<file path="config.mk">
export PLATFORM = sky130hd
export DESIGN_NAME = hdr_peak_scan_and_half_encode_flat
export DESIGN_NICKNAME = d
export VERILOG_FILES = /design/src/rtl/core/hpse_pkg.sv /design/src/rtl/core/hpse_in_if.sv /design/src/rtl/core/hpse_out_if.sv /design/src/rtl/core/hpse_fdiv.sv /design/src/rtl/core/hpse_scan.sv /design/src/rtl/core/hdr_peak_scan_and_half_encode.sv /design/src/flat_wrapper.sv
export VERILOG_INCLUDE_DIRS = /design/src /design/src/rtl/core
export SDC_FILE = /design/constraint.sdc
export NUM_CORES = 2
export LEC_CHECK = 0
export BUFFER_PORTS_ARGS = -buffer_cell sky130_fd_sc_hd__buf_4
export CORE_ASPECT_RATIO = 0.6
export CORE_MARGIN = 1
export CORE_UTILIZATION = 30
export CTS_CLUSTER_SIZE = 24
export DETAILED_ROUTE_END_ITERATION = 12
export GPL_ROUTABILITY_DRIVEN = 0
export GPL_TIMING_DRIVEN = 0
export PLACE_DENSITY_LB_ADDON = 0.3
export SLEW_MARGIN = 15
export SYNTH_ARGS = -nofsm -noshare
export SYNTH_HDL_FRONTEND = slang
export SYNTH_HIERARCHICAL = 1
export SYNTH_SLANG_ARGS = --single-unit
</file>
<file path="constraint.sdc">
create_clock -name clk -period 24.5 [get_ports clk]
set_input_delay 0 -clock clk [delete_from_list [all_inputs] [get_ports clk]]
set_output_delay 0 -clock clk [all_outputs]
set_load 0.05 [all_outputs]
</file>
<file path="src/rtl/core/hdr_peak_scan_and_half_encode_defines.svh">
// Assertion helpers shared by the RTL of the HDR peak scan and half encoder.
// Each macro expects clk and rst_n to be visible where it is used.
`ifndef HDR_PEAK_SCAN_AND_HALF_ENCODE_DEFINES_SVH
`define HDR_PEAK_SCAN_AND_HALF_ENCODE_DEFINES_SVH

// Same-cycle implication.
`define HPSE_ASSERT_IMPL(lbl, ante, cons, msg) \
  lbl: assert property (@(posedge clk) disable iff (!rst_n) (ante) |-> (cons)) \
    else $error(msg);

// Next-cycle implication.
`define HPSE_ASSERT_NEXT(lbl, ante, cons, msg) \
  lbl: assert property (@(posedge clk) disable iff (!rst_n) (ante) |=> (cons)) \
    else $error(msg);

`endif

</file>
<file path="src/rtl/core/hpse_pkg.sv">
// ----------------------------------------------------------------------------
// hpse_pkg
// Types, constants and float helpers of the HDR peak scan and half encoder.
// ----------------------------------------------------------------------------
`default_nettype none

package hpse_pkg;

  localparam int LANES = 3;

  // Item kinds
  localparam logic [1:0] KIND_SCAN   = 2'd0;
  localparam logic [1:0] KIND_FINISH = 2'd1;
  localparam logic [1:0] KIND_ENCODE = 2'd2;

  // Result kinds
  localparam logic RES_SUMMARY = 1'b0;
  localparam logic RES_PIXEL   = 1'b1;

  // Status codes
  localparam logic [1:0] STAT_OK        = 2'd0;
  localparam logic [1:0] STAT_NONFINITE = 2'd1;
  localparam logic [1:0] STAT_NEG_WARN  = 2'd2;

  localparam logic [31:0] ONE_BITS       = 32'h3F80_0000;
  localparam logic [30:0] SAFE_MAX_RESET = 31'h477F_E000;
  localparam logic [15:0] ALPHA_HALF     = 16'h3C00;
  localparam logic [31:0] QNAN_DEFAULT   = 32'hFFC0_0000;
  // magnitude of -1e-6 in single precision
  localparam logic [30:0] NEG_WARN_MAG   = 31'h3586_37BD;

  typedef struct packed {
    logic busy;
    logic done;
  } fdiv_stat_t;

  typedef struct packed {
    logic [31:0] peak;
    logic [31:0] least;
    logic [31:0] nf_cnt;
    logic [31:0] neg_cnt;
  } scan_stat_t;

  // Clamp ceiling as used: out-of-range values fall back to 65504, zero to
  // the least denormal.
  function automatic logic [31:0] safe_max_eff(input logic [30:0] s);
    logic [30:0] v;
    v = s;
    if (v > SAFE_MAX_RESET) v = SAFE_MAX_RESET;
    if (v == 31'd0) v = 31'd1;
    return {1'b0, v};
  endfunction

  // Single to half, round to nearest even.
  function automatic logic [15:0] to_half(input logic [31:0] f);
    logic [15:0] sgn;
    logic [30:0] a;
    logic [30:0] hb;
    logic [15:0] h;
    logic [12:0] rem;
    logic [9:0]  m;
    logic [7:0]  e;
    logic [4:0]  sh;
    logic [23:0] mm;
    logic [23:0] hs;
    logic [23:0] rm;
    logic [23:0] hw;
    logic [15:0] r;
    sgn = {f[31], 15'd0};
    a   = f[30:0];
    hb  = '0;
    h   = '0;
    rem = '0;
    m   = '0;
    e   = '0;
    sh  = '0;
    mm  = '0;
    hs  = '0;
    rm  = '0;
    hw  = '0;
    if (a >= 31'h7F80_0000) begin
      m = a[22:13];
      if (a == 31'h7F80_0000) r = sgn | 16'h7C00;
      else r = sgn | 16'h7C00 | {6'd0, m} | {15'd0, (m == 10'd0)};
    end else if (a >= 31'h477F_F000) begin
      r = sgn | 16'h7C00;
    end else if (a >= 31'h3880_0000) begin
      hb  = (a - 31'h3800_0000) >> 13;
      h   = hb[15:0];
      rem = a[12:0];
      if (rem > 13'h1000 || (rem == 13'h1000 && h[0])) h = h + 16'd1;
      r = sgn | h;
    end else if (a <= 31'h3300_0000) begin
      r = sgn;
    end else begin
      // half subnormal
      e  = a[30:23];
      mm = {1'b1, a[22:0]};
      sh = 5'(8'd126 - e);
      hs = mm >> sh;
      rm = mm & ((24'd1 << sh) - 24'd1);
      hw = 24'd1 << (sh - 5'd1);
      if (rm > hw || (rm == hw && hs[0])) hs = hs + 24'd1;
      r = sgn | hs[15:0];
    end
    return r;
  endfunction

endpackage

`default_nettype wire

</file>
<file path="src/rtl/core/hpse_in_if.sv">
// ----------------------------------------------------------------------------
// hpse_in_if
// Input item channel: valid/ready with kind and three float samples.
// ----------------------------------------------------------------------------
`default_nettype none

interface hpse_in_if;
  logic        valid;
  logic        ready;
  logic [1:0]  kind;
  logic [31:0] red_sample;
  logic [31:0] green_sample;
  logic [31:0] blue_sample;

  modport source (output valid, kind, red_sample, green_sample, blue_sample,
                  input ready);
  modport sink (input valid, kind, red_sample, green_sample, blue_sample,
                output ready);
endinterface

`default_nettype wire

</file>
<file path="src/rtl/core/hpse_out_if.sv">
// ----------------------------------------------------------------------------
// hpse_out_if
// Result item channel: valid/ready with summary or encoded pixel fields.
// ----------------------------------------------------------------------------
`default_nettype none

interface hpse_out_if;
  logic        valid;
  logic        ready;
  logic        result_kind;
  logic [63:0] pixel_half;
  logic [1:0]  status;
  logic [31:0] nonfinite_total;
  logic [31:0] negative_total;
  logic [31:0] minimum_sample;
  logic [31:0] decode_scale;

  modport source (output valid, result_kind, pixel_half, status, nonfinite_total,
                  negative_total, minimum_sample, decode_scale, input ready);
  modport sink (input valid, result_kind, pixel_half, status, nonfinite_total,
                negative_total, minimum_sample, decode_scale, output ready);
endinterface

`default_nettype wire

</file>
<file path="src/rtl/core/hpse_fdiv.sv">
// ----------------------------------------------------------------------------
// hpse_fdiv
// One lane: iterative single-precision divider, one quotient bit per cycle,
// round to nearest even, full denormal support.
// ----------------------------------------------------------------------------
`default_nettype none

module hpse_fdiv
  import hpse_pkg::*;
(
  input  wire logic        clk,
  input  wire logic        rst_n,
  input  wire logic        start,
  input  wire logic [31:0] a,
  input  wire logic [31:0] b,
  output fdiv_stat_t       stat,
  output logic [31:0]      q
);

  localparam logic [2:0] FD_IDLE = 3'd0;
  localparam logic [2:0] FD_NORM = 3'd1;
  localparam logic [2:0] FD_DIV  = 3'd2;
  localparam logic [2:0] FD_RND  = 3'd3;
  localparam logic [2:0] FD_DONE = 3'd4;
  localparam int         QBITS   = 26;

  logic [2:0]         state_r, state_nxt;
  logic               sign_r;
  logic [23:0]        ma_r, mb_r;
  logic signed [10:0] ea_r, eb_r;
  logic [24:0]        rem_r;
  logic [25:0]        quo_r;
  logic [4:0]         cnt_r;
  logic [31:0]        q_r;

  // operand classes
  logic a_nan, b_nan, a_inf, b_inf, a_zero, b_zero, special;
  logic [31:0] special_q;

  always_comb begin
    a_nan  = (&a[30:23]) && (|a[22:0]);
    b_nan  = (&b[30:23]) && (|b[22:0]);
    a_inf  = (&a[30:23]) && !(|a[22:0]);
    b_inf  = (&b[30:23]) && !(|b[22:0]);
    a_zero = (a[30:0] == 31'd0);
    b_zero = (b[30:0] == 31'd0);
    special = a_nan || b_nan || a_inf || b_inf || a_zero || b_zero;
    priority if (a_nan) special_q = a | 32'h0040_0000;
    else if (b_nan) special_q = b | 32'h0040_0000;
    else if ((a_inf && b_inf) || (a_zero && b_zero)) special_q = QNAN_DEFAULT;
    else if (a_inf || b_zero) special_q = {a[31] ^ b[31], 31'h7F80_0000};
    else special_q = {a[31] ^ b[31], 31'd0};
  end

  // restoring division step
  logic [25:0] diff;
  logic        ge;
  logic [24:0] rem_keep;

  always_comb begin
    diff     = {1'b0, rem_r} - {2'b0, mb_r};
    ge       = !diff[25];
    rem_keep = ge ? diff[24:0] : rem_r;
  end

  // normalize and round the finished quotient
  logic [25:0]        mq;
  logic signed [10:0] be, sh_w, be_m1;
  logic [4:0]         sh;
  logic [25:0]        hq;
  logic               g, stk;
  logic [24:0]        hr;
  logic [31:0]        mag;
  logic [31:0]        rnd_q;

  always_comb begin
    mq    = quo_r[25] ? quo_r : {quo_r[24:0], 1'b0};
    be    = ea_r - eb_r + 11'sd127 - (quo_r[25] ? 11'sd0 : 11'sd1);
    sh_w  = 11'sd3 - be;
    be_m1 = be - 11'sd1;
    if (be >= 11'sd1) sh = 5'd2;
    else if (sh_w > 11'sd27) sh = 5'd27;
    else sh = sh_w[4:0];
    hq  = mq >> sh;
    g   = hq[0] ? 1'b0 : 1'b0;
    g   = (mq >> (sh - 5'd1)) != 26'd0 ? ((mq >> (sh - 5'd1)) & 26'd1) != 26'd0 : 1'b0;
    stk = ((mq & ((26'd1 << (sh - 5'd1)) - 26'd1)) != 26'd0) || (rem_r != 25'd0);
    hr  = hq[24:0] + {24'd0, g && (stk || hq[0])};
    if (be >= 11'sd1) mag = {1'b0, be_m1[7:0], 23'd0} + {7'd0, hr};
    else mag = {7'd0, hr};
    if (be >= 11'sd255) rnd_q = {sign_r, 31'h7F80_0000};
    else rnd_q = {sign_r, mag[30:0]};
  end

  // sequencer
  always_comb begin
    state_nxt = state_r;
    unique case (state_r)
      FD_IDLE, FD_DONE: if (start) state_nxt = special ? FD_DONE : FD_NORM;
      FD_NORM: if (ma_r[23] && mb_r[23]) state_nxt = FD_DIV;
      FD_DIV:  if (cnt_r == 5'(QBITS - 1)) state_nxt = FD_RND;
      FD_RND:  state_nxt = FD_DONE;
      default: state_nxt = FD_IDLE;
    endcase
  end

  always_ff @(posedge clk) begin
    if (!rst_n) state_r <= FD_IDLE;
    else state_r <= state_nxt;
  end

  // datapath
  always_ff @(posedge clk) begin
    unique case (state_r)
      FD_IDLE, FD_DONE: begin
        if (start) begin
          sign_r <= a[31] ^ b[31];
          ma_r   <= {a[30:23] != 8'd0, a[22:0]};
          mb_r   <= {b[30:23] != 8'd0, b[22:0]};
          ea_r   <= {3'd0, (a[30:23] == 8'd0) ? 8'd1 : a[30:23]};
          eb_r   <= {3'd0, (b[30:23] == 8'd0) ? 8'd1 : b[30:23]};
          q_r    <= special_q;
        end
      end
      FD_NORM: begin
        if (!ma_r[23]) begin
          ma_r <= {ma_r[22:0], 1'b0};
          ea_r <= ea_r - 11'sd1;
        end else if (!mb_r[23]) begin
          mb_r <= {mb_r[22:0], 1'b0};
          eb_r <= eb_r - 11'sd1;
        end else begin
          rem_r <= {1'b0, ma_r};
          quo_r <= '0;
          cnt_r <= '0;
        end
      end
      FD_DIV: begin
        rem_r <= {rem_keep[23:0], 1'b0};
        quo_r <= {quo_r[24:0], ge};
        cnt_r <= cnt_r + 5'd1;
      end
      FD_RND: q_r <= rnd_q;
      default: ;
    endcase
  end

  assign stat.busy = (state_r == FD_NORM) || (state_r == FD_DIV) || (state_r == FD_RND);
  assign stat.done = (state_r == FD_DONE);
  assign q         = q_r;

endmodule

`default_nettype wire

</file>
<file path="src/rtl/core/hpse_scan.sv">
// ----------------------------------------------------------------------------
// hpse_scan
// Scan statistics: per-lane sample classification merged into saturating
// counts, peak and most negative value.
// ----------------------------------------------------------------------------
`default_nettype none

module hpse_scan
  import hpse_pkg::*;
(
  input  wire logic                   clk,
  input  wire logic                   rst_n,
  input  wire logic                   scan_en,
  input  wire logic                   clear_en,
  input  wire logic [LANES-1:0][31:0] samples,
  output scan_stat_t                  st
);

  logic [31:0] peak_r, least_r, nf_r, neg_r;
  logic [31:0] peak_nxt, least_nxt, nf_nxt, neg_nxt;
  logic [1:0]  nf_add, neg_add;
  logic [32:0] nf_sum, neg_sum;

  // merge the lanes' findings
  always_comb begin
    peak_nxt  = peak_r;
    least_nxt = least_r;
    nf_add    = '0;
    neg_add   = '0;
    for (int i = 0; i < LANES; i++) begin
      if (&samples[i][30:23]) begin
        nf_add = nf_add + 2'd1;
      end else if (samples[i][31] && samples[i][30:0] != 31'd0) begin
        neg_add = neg_add + 2'd1;
        if (samples[i][30:0] > least_nxt[30:0]) least_nxt = samples[i];
      end else if (!samples[i][31] && samples[i] > peak_nxt) begin
        peak_nxt = samples[i];
      end
    end
    nf_sum  = {1'b0, nf_r} + {31'd0, nf_add};
    neg_sum = {1'b0, neg_r} + {31'd0, neg_add};
    nf_nxt  = nf_sum[32] ? '1 : nf_sum[31:0];
    neg_nxt = neg_sum[32] ? '1 : neg_sum[31:0];
  end

  always_ff @(posedge clk) begin
    if (!rst_n || clear_en) begin
      peak_r  <= '0;
      least_r <= '0;
      nf_r    <= '0;
      neg_r   <= '0;
    end else if (scan_en) begin
      peak_r  <= peak_nxt;
      least_r <= least_nxt;
      nf_r    <= nf_nxt;
      neg_r   <= neg_nxt;
    end
  end

  assign st.peak    = peak_r;
  assign st.least   = least_r;
  assign st.nf_cnt  = nf_r;
  assign st.neg_cnt = neg_r;

endmodule

`default_nettype wire

</file>
<file path="src/rtl/core/hdr_peak_scan_and_half_encode.sv">
// The block takes one item at a time. A scan item is absorbed in the cycle it
// is accepted. A finish item occupies divider lane 0, an encode item all three
// divider lanes: a normalizing shift for each leading zero of a denormal
// operand (none for normal operands), a setup step, the bit-serial quotient of
// 26 bits, then round, merge and the output register. The next item is taken
// while a finished result still waits in the output register.
// ----------------------------------------------------------------------------
// hdr_peak_scan_and_half_encode
// HDR peak scan and half-precision pixel encoder top level.
// ----------------------------------------------------------------------------
`default_nettype none

module hdr_peak_scan_and_half_encode
  import hpse_pkg::*;
(
  input  wire logic        clk,
  input  wire logic        rst_n,
  hpse_in_if.sink          in_ch,
  hpse_out_if.source       out_ch,
  input  wire logic        cfg_we,
  input  wire logic [30:0] cfg_wdata
);

`include "hdr_peak_scan_and_half_encode_defines.svh"

  localparam logic [1:0] ST_IDLE  = 2'd0;
  localparam logic [1:0] ST_RUN   = 2'd1;
  localparam logic [1:0] ST_MERGE = 2'd2;

  logic [1:0]  state_r;
  logic [30:0] smax_r;
  logic [31:0] scale_r;
  logic        op_finish_r;
  logic [LANES-1:0] need_r;

  // held summary of a finish item
  logic [1:0]  sum_status_r;
  logic [31:0] sum_nf_r, sum_neg_r, sum_least_r;

  // output register
  logic        out_valid_r, out_kind_r;
  logic [63:0] out_pixel_r;
  logic [1:0]  out_status_r;
  logic [31:0] out_nf_r, out_neg_r, out_min_r, out_scale_r;

  logic        accept, is_scan, is_finish, is_encode, out_free, all_done;
  logic [31:0] smax_eff;
  logic [1:0]  status_now;
  scan_stat_t  scan_st;
  logic [LANES-1:0][31:0] samples;
  logic [LANES-1:0][31:0] lane_a;
  logic [LANES-1:0]       lane_start, done_vec;
  logic [31:0]            lane_q [LANES];
  fdiv_stat_t             lane_stat [LANES];

  assign in_ch.ready = (state_r == ST_IDLE);
  assign accept      = in_ch.valid && in_ch.ready;
  assign is_scan     = accept && (in_ch.kind == KIND_SCAN);
  assign is_finish   = accept && (in_ch.kind == KIND_FINISH);
  assign is_encode   = accept && (in_ch.kind == KIND_ENCODE);
  assign smax_eff    = safe_max_eff(smax_r);
  assign samples     = {in_ch.blue_sample, in_ch.green_sample, in_ch.red_sample};
  assign out_free    = !out_valid_r || out_ch.ready;

  // configuration register
  always_ff @(posedge clk) begin
    if (!rst_n) smax_r <= SAFE_MAX_RESET;
    else if (cfg_we) smax_r <= cfg_wdata;
  end

  // statistics
  hpse_scan u_scan (
    .clk      (clk),
    .rst_n    (rst_n),
    .scan_en  (is_scan),
    .clear_en (is_finish),
    .samples  (samples),
    .st       (scan_st)
  );

  always_comb begin
    if (scan_st.nf_cnt != 32'd0) status_now = STAT_NONFINITE;
    else if (scan_st.neg_cnt != 32'd0 && scan_st.least[31] &&
             scan_st.least[30:0] > NEG_WARN_MAG) status_now = STAT_NEG_WARN;
    else status_now = STAT_OK;
  end

  // divider lanes; lane 0 also computes peak / safe maximum
  always_comb begin
    lane_a     = samples;
    lane_start = '0;
    if (is_finish) begin
      lane_a[0]     = scan_st.peak;
      lane_start[0] = 1'b1;
    end
    if (is_encode) lane_start = '1;
  end

  for (genvar g = 0; g < LANES; g++) begin : g_lane
    hpse_fdiv u_div (
      .clk   (clk),
      .rst_n (rst_n),
      .start (lane_start[g]),
      .a     (lane_a[g]),
      .b     (is_finish ? smax_eff : scale_r),
      .stat  (lane_stat[g]),
      .q     (lane_q[g])
    );
    assign done_vec[g] = lane_stat[g].done;
  end

  assign all_done = &(~need_r | done_vec);

  // merge: clamp, half encode and pack, or finish the scale
  logic [LANES-1:0][15:0] halves;
  logic [31:0] v_cl [LANES];
  logic [31:0] new_scale;
  logic        v_nan;

  always_comb begin
    v_nan = 1'b0;
    for (int i = 0; i < LANES; i++) begin
      v_nan   = (&lane_q[i][30:23]) && (|lane_q[i][22:0]);
      v_cl[i] = lane_q[i];
      if (!v_nan && lane_q[i][31] && lane_q[i][30:0] != 31'd0) v_cl[i] = '0;
      else if (!v_nan && !lane_q[i][31] && lane_q[i] > smax_eff) v_cl[i] = smax_eff;
      halves[i] = to_half(v_cl[i]);
    end
    new_scale = (lane_q[0] > ONE_BITS) ? lane_q[0] : ONE_BITS;
  end

  // control
  always_ff @(posedge clk) begin
    if (!rst_n) begin
      state_r     <= ST_IDLE;
      scale_r     <= ONE_BITS;
      out_valid_r <= 1'b0;
    end else begin
      // result register: loaded by the merge, dropped once taken
      if (state_r == ST_MERGE && out_free) out_valid_r <= 1'b1;
      else if (out_ch.ready) out_valid_r <= 1'b0;
      unique case (state_r)
        ST_IDLE:  if (is_finish || is_encode) state_r <= ST_RUN;
        ST_RUN:   if (all_done) state_r <= ST_MERGE;
        ST_MERGE: begin
          if (out_free) begin
            if (op_finish_r) scale_r <= new_scale;
            state_r <= ST_IDLE;
          end
        end
        default: state_r <= ST_IDLE;
      endcase
    end
  end

  // payload
  always_ff @(posedge clk) begin
    if (is_finish || is_encode) begin
      op_finish_r <= is_finish;
      need_r      <= is_finish ? LANES'(1) : '1;
    end
    if (is_finish) begin
      sum_status_r <= status_now;
      sum_nf_r     <= scan_st.nf_cnt;
      sum_neg_r    <= scan_st.neg_cnt;
      sum_least_r  <= scan_st.least;
    end
    if (state_r == ST_MERGE && out_free) begin
      if (op_finish_r) begin
        out_kind_r   <= RES_SUMMARY;
        out_pixel_r  <= '0;
        out_status_r <= sum_status_r;
        out_nf_r     <= sum_nf_r;
        out_neg_r    <= sum_neg_r;
        out_min_r    <= sum_least_r;
        out_scale_r  <= new_scale;
      end else begin
        out_kind_r   <= RES_PIXEL;
        out_pixel_r  <= {ALPHA_HALF, halves[2], halves[1], halves[0]};
        out_status_r <= STAT_OK;
        out_nf_r     <= '0;
        out_neg_r    <= '0;
        out_min_r    <= '0;
        out_scale_r  <= scale_r;
      end
    end
  end

  assign out_ch.valid           = out_valid_r;
  assign out_ch.result_kind     = out_kind_r;
  assign out_ch.pixel_half      = out_pixel_r;
  assign out_ch.status          = out_status_r;
  assign out_ch.nonfinite_total = out_nf_r;
  assign out_ch.negative_total  = out_neg_r;
  assign out_ch.minimum_sample  = out_min_r;
  assign out_ch.decode_scale    = out_scale_r;

  `HPSE_ASSERT_IMPL(a_merge_lanes_done, state_r == ST_MERGE, all_done, "merge early")
  `HPSE_ASSERT_IMPL(a_scale_min, 1'b1, !scale_r[31] && scale_r >= ONE_BITS, "scale below one")
  `HPSE_ASSERT_IMPL(a_pixel_scale, out_valid_r && out_kind_r == RES_PIXEL,
                    out_scale_r == scale_r, "pixel scale stale")
  `HPSE_ASSERT_NEXT(a_start_runs, is_finish || is_encode, state_r == ST_RUN, "no run")

endmodule

`default_nettype wire
</file>
<file path="src/flat_wrapper.sv">
// flat-port wrapper written by rule: the top's interface ports become plain ports
module hdr_peak_scan_and_half_encode_flat import hpse_pkg::*;
  (clk, rst_n, cfg_we, cfg_wdata, in_ch_valid, in_ch_kind, in_ch_red_sample, in_ch_green_sample, in_ch_blue_sample, in_ch_ready, out_ch_valid, out_ch_result_kind, out_ch_pixel_half, out_ch_status, out_ch_nonfinite_total, out_ch_negative_total, out_ch_minimum_sample, out_ch_decode_scale, out_ch_ready);
  hpse_in_if in_ch_i ();
  hpse_out_if out_ch_i ();
  input  wire logic clk;
  input  wire logic rst_n;
  input  wire logic cfg_we;
  input  wire logic [30:0] cfg_wdata;
  input wire logic [$bits(in_ch_i.valid)-1:0] in_ch_valid;
  input wire logic [$bits(in_ch_i.kind)-1:0] in_ch_kind;
  input wire logic [$bits(in_ch_i.red_sample)-1:0] in_ch_red_sample;
  input wire logic [$bits(in_ch_i.green_sample)-1:0] in_ch_green_sample;
  input wire logic [$bits(in_ch_i.blue_sample)-1:0] in_ch_blue_sample;
  output wire logic [$bits(in_ch_i.ready)-1:0] in_ch_ready;
  output wire logic [$bits(out_ch_i.valid)-1:0] out_ch_valid;
  output wire logic [$bits(out_ch_i.result_kind)-1:0] out_ch_result_kind;
  output wire logic [$bits(out_ch_i.pixel_half)-1:0] out_ch_pixel_half;
  output wire logic [$bits(out_ch_i.status)-1:0] out_ch_status;
  output wire logic [$bits(out_ch_i.nonfinite_total)-1:0] out_ch_nonfinite_total;
  output wire logic [$bits(out_ch_i.negative_total)-1:0] out_ch_negative_total;
  output wire logic [$bits(out_ch_i.minimum_sample)-1:0] out_ch_minimum_sample;
  output wire logic [$bits(out_ch_i.decode_scale)-1:0] out_ch_decode_scale;
  input wire logic [$bits(out_ch_i.ready)-1:0] out_ch_ready;
  assign in_ch_i.valid = in_ch_valid;
  assign in_ch_i.kind = in_ch_kind;
  assign in_ch_i.red_sample = in_ch_red_sample;
  assign in_ch_i.green_sample = in_ch_green_sample;
  assign in_ch_i.blue_sample = in_ch_blue_sample;
  assign in_ch_ready = in_ch_i.ready;
  assign out_ch_valid = out_ch_i.valid;
  assign out_ch_result_kind = out_ch_i.result_kind;
  assign out_ch_pixel_half = out_ch_i.pixel_half;
  assign out_ch_status = out_ch_i.status;
  assign out_ch_nonfinite_total = out_ch_i.nonfinite_total;
  assign out_ch_negative_total = out_ch_i.negative_total;
  assign out_ch_minimum_sample = out_ch_i.minimum_sample;
  assign out_ch_decode_scale = out_ch_i.decode_scale;
  assign out_ch_i.ready = out_ch_ready;
  hdr_peak_scan_and_half_encode u_core (.clk(clk), .rst_n(rst_n), .in_ch(in_ch_i), .out_ch(out_ch_i), .cfg_we(cfg_we), .cfg_wdata(cfg_wdata));
endmodule
</file>
==> flow_metrics.tcl <==
set metrics [dict create \
    status "complete, but fails checks" \
    violations "DRC" \
    grt_overflow 0 \
    wl_per_cell_microns 27.46 \
    cts_buffers 100 \
    cts_buffer_depth 3 \
    nNetsFinal 11556 \
    cts_setup_buffers 0 \
    dieHeight_microns 417.5 \
    fmax_ghz 0.06155 \
    netlist_area_sq_um 86320 \
    antenna_found_initial 53 \
    grt_usage_pct 26.40 \
    crit_top_cell "clkbuf_1" \
    cp-start-kind "flip-flop" \
    grt_max_degree 56 \
    cts.clk_slew.worst_paths_ps 80 \
    post_cts_resized 0 \
    cts_tree "done" \
    clock_latency_ps 820 \
    cts_root_buf "clkbuf_16" \
    endpoint_kind "flip-flop" \
    io_buffers 317 \
    pin_count 331 \
    start_util_pct 30.18 \
    drc_errors 3 \
    dieArea_sq_um 289900 \
    finalCritPeriodShare_pct 66.32 \
    first_iter_violations 15289 \
    critPathSlowestCell "a211oi_1" \
    hpwl_microns 320900 \
    finalInstanceArea_sq_um 100400 \
    maxCapViolCount 0 \
    hold_path.class "input pin to flip-flop" \
    vias_per_cell 6.073 \
    max_stage_delay_ps 920 \
    crit_type "flip-flop to flip-flop" \
    clock_skew_ps 98.09 \
    ys.warnings.count 6 \
    grt_first_pass_wirelength_microns 568700 \
    crit_arrival_ps 16730 \
    setup_viol 0 \
    required_ps 24980 \
    drt_wl_total_microns 404900 \
    slew_headroom_pct 6.458 \
    syn-instance-count 10117 \
    core_area_sq_um 286000 \
    layout_min_cycle_time_ps 16250 \
    finalMaxSlewViolations 0 \
    fp-row-count 152 \
    area_growth_pct 16.26 \
    drive_above_1_share_pct 10.59 \
    cts_num_sinks 959 \
    vias 89545 \
    cp_max_fo 10 \
    grt_pass1_vias 77802 \
    firstDrtPassIters 11 \
    ant_nets 0 \
    die_w_microns 694.5 \
    place_area_sq_um 94990 \
    cts_max_level 3 \
    finalHoldViolations 0 \
    tightest_slew_ps 1397 \
    fin_tns_setup_ps 0 \
    syn_area_per_cell_sq_um 8.532 \
    rsz0062_at_grt "no" \
]
## placed cells by master (no fill, tap or decap), types with 240 or more instances in the layout
master and instances:
clkbuf_1 446, nand3_1 259, nor3_1 305, nand2_1 1063, mux2i_1 365, and2_1 248
xnor2_1 240, buf_4 356, nor2_1 818, a21oi_1 725, inv_1 432, ha_1 624
o21ai_0 499, edfxtp_1 756
## per-stage QoR
stage / cells / hold WS (ps) / utilization, % / setup slack, ps
floorplan: 10128 / 128.2 / - / 13740
global placement: 14295 / 238.6 / 32.71 / 8673
detailed placement: 14353 / 242.1 / 33.21 / 9085
CTS: 14719 / 1.356 / 35.05 / 8966
global route: 14722 / 63.52 / 35.06 / 7979
finish: 14745 / 49.45 / 35.08 / 8252
## critical path, delay by kind of cell (launching register included)
family                   cells  cell delay (ps)
adder cells (fa/ha/maj)      4             1080
AO/OA/AOI/OAI               14             6220
buffers and inverters       13             4840
AND/OR/NAND/NOR             14             3250
XOR/XNOR                     1              180
flip-flops                   1              320
## final cells by class
class | count | area [sq um]
Fill cell | 29779 | 185700
Sequential cell | 959 | 26770
Antenna cell | 26 | 65.06
Timing Repair Buffer | 554 | 5211
Multi-Input combinational cell | 8119 | 55720
Clock buffer | 122 | 2616
Clock inverter | 65 | 849.6
Inverter | 448 | 1682
Buffer | 602 | 2630
Tap cell | 3850 | 4817
## sequential cells by signal, summed over array words and instances (netlist names), 15 cells and up
name and cells:
u_core/g_lane.u_div/eb_r 33, u_core/smax_r 31, u_core/out_ch.pixel_half 49, u_core/u_scan/neg_r 32
u_core/u_scan/peak_r 32, u_core/out_ch.negative_total 32, u_core/g_lane.u_div/rem_r 75, u_core/g_lane.u_div/mb_r 72
u_core/g_lane.u_div/ma_r 72, u_core/g_lane.u_div/q 96, u_core/g_lane.u_div/cnt_r 15, u_core/u_scan/least_r 32
u_core/sum_neg_r 32, u_core/out_ch.minimum_sample 32, u_core/sum_least_r 32, u_core/out_ch.decode_scale 32
u_core/u_scan/nf_r 32, u_core/g_lane.u_div/ea_r 33, u_core/out_ch.nonfinite_total 32, u_core/g_lane.u_div/quo_r 78
u_core/sum_nf_r 32, u_core/scale_r 32
## metal layers
metal / GRT usage, % / share of wire, % / vias to the layer above
met5: 1.076 / 0.12 / -
met4: 7.522 / 3.6 / 16
met3: 13.35 / 18 / 878
met2: 31.79 / 35 / 6861
met1: 39.33 / 44 / 42553
li1: - / - / 39237
## worst paths after layout
kind	from	to	slack (ps)	depth (start not counted)
max	u_core/smax_r[30]$_SDFFE_PN1P_	u_core/out_ch.pixel_half[5]$_SDFFCE_PP0P_	8250	46
min reg2reg	u_core/u_scan/nf_r[0]$_SDFFE_PP0P_	u_core/sum_nf_r[0]$_DFFE_PP_	500	0
max reg2reg	u_core/smax_r[30]$_SDFFE_PN1P_	u_core/out_ch.pixel_half[5]$_SDFFCE_PP0P_	8250	46
min	cfg_wdata[25]	u_core/smax_r[25]$_SDFFE_PN1P_	50	4
## repair_timing
| action | CTS | global route |
|---|---|---|
| hold buffers | 179 | 0 |
| endpoints found under the setup margin | 0 | 0 |
| hold endpoints to repair | 249 | 0 |
Power is left out: the tool's default activity adds up to more than one toggle a clock period on the data nets, which glitch-free logic cannot reach.
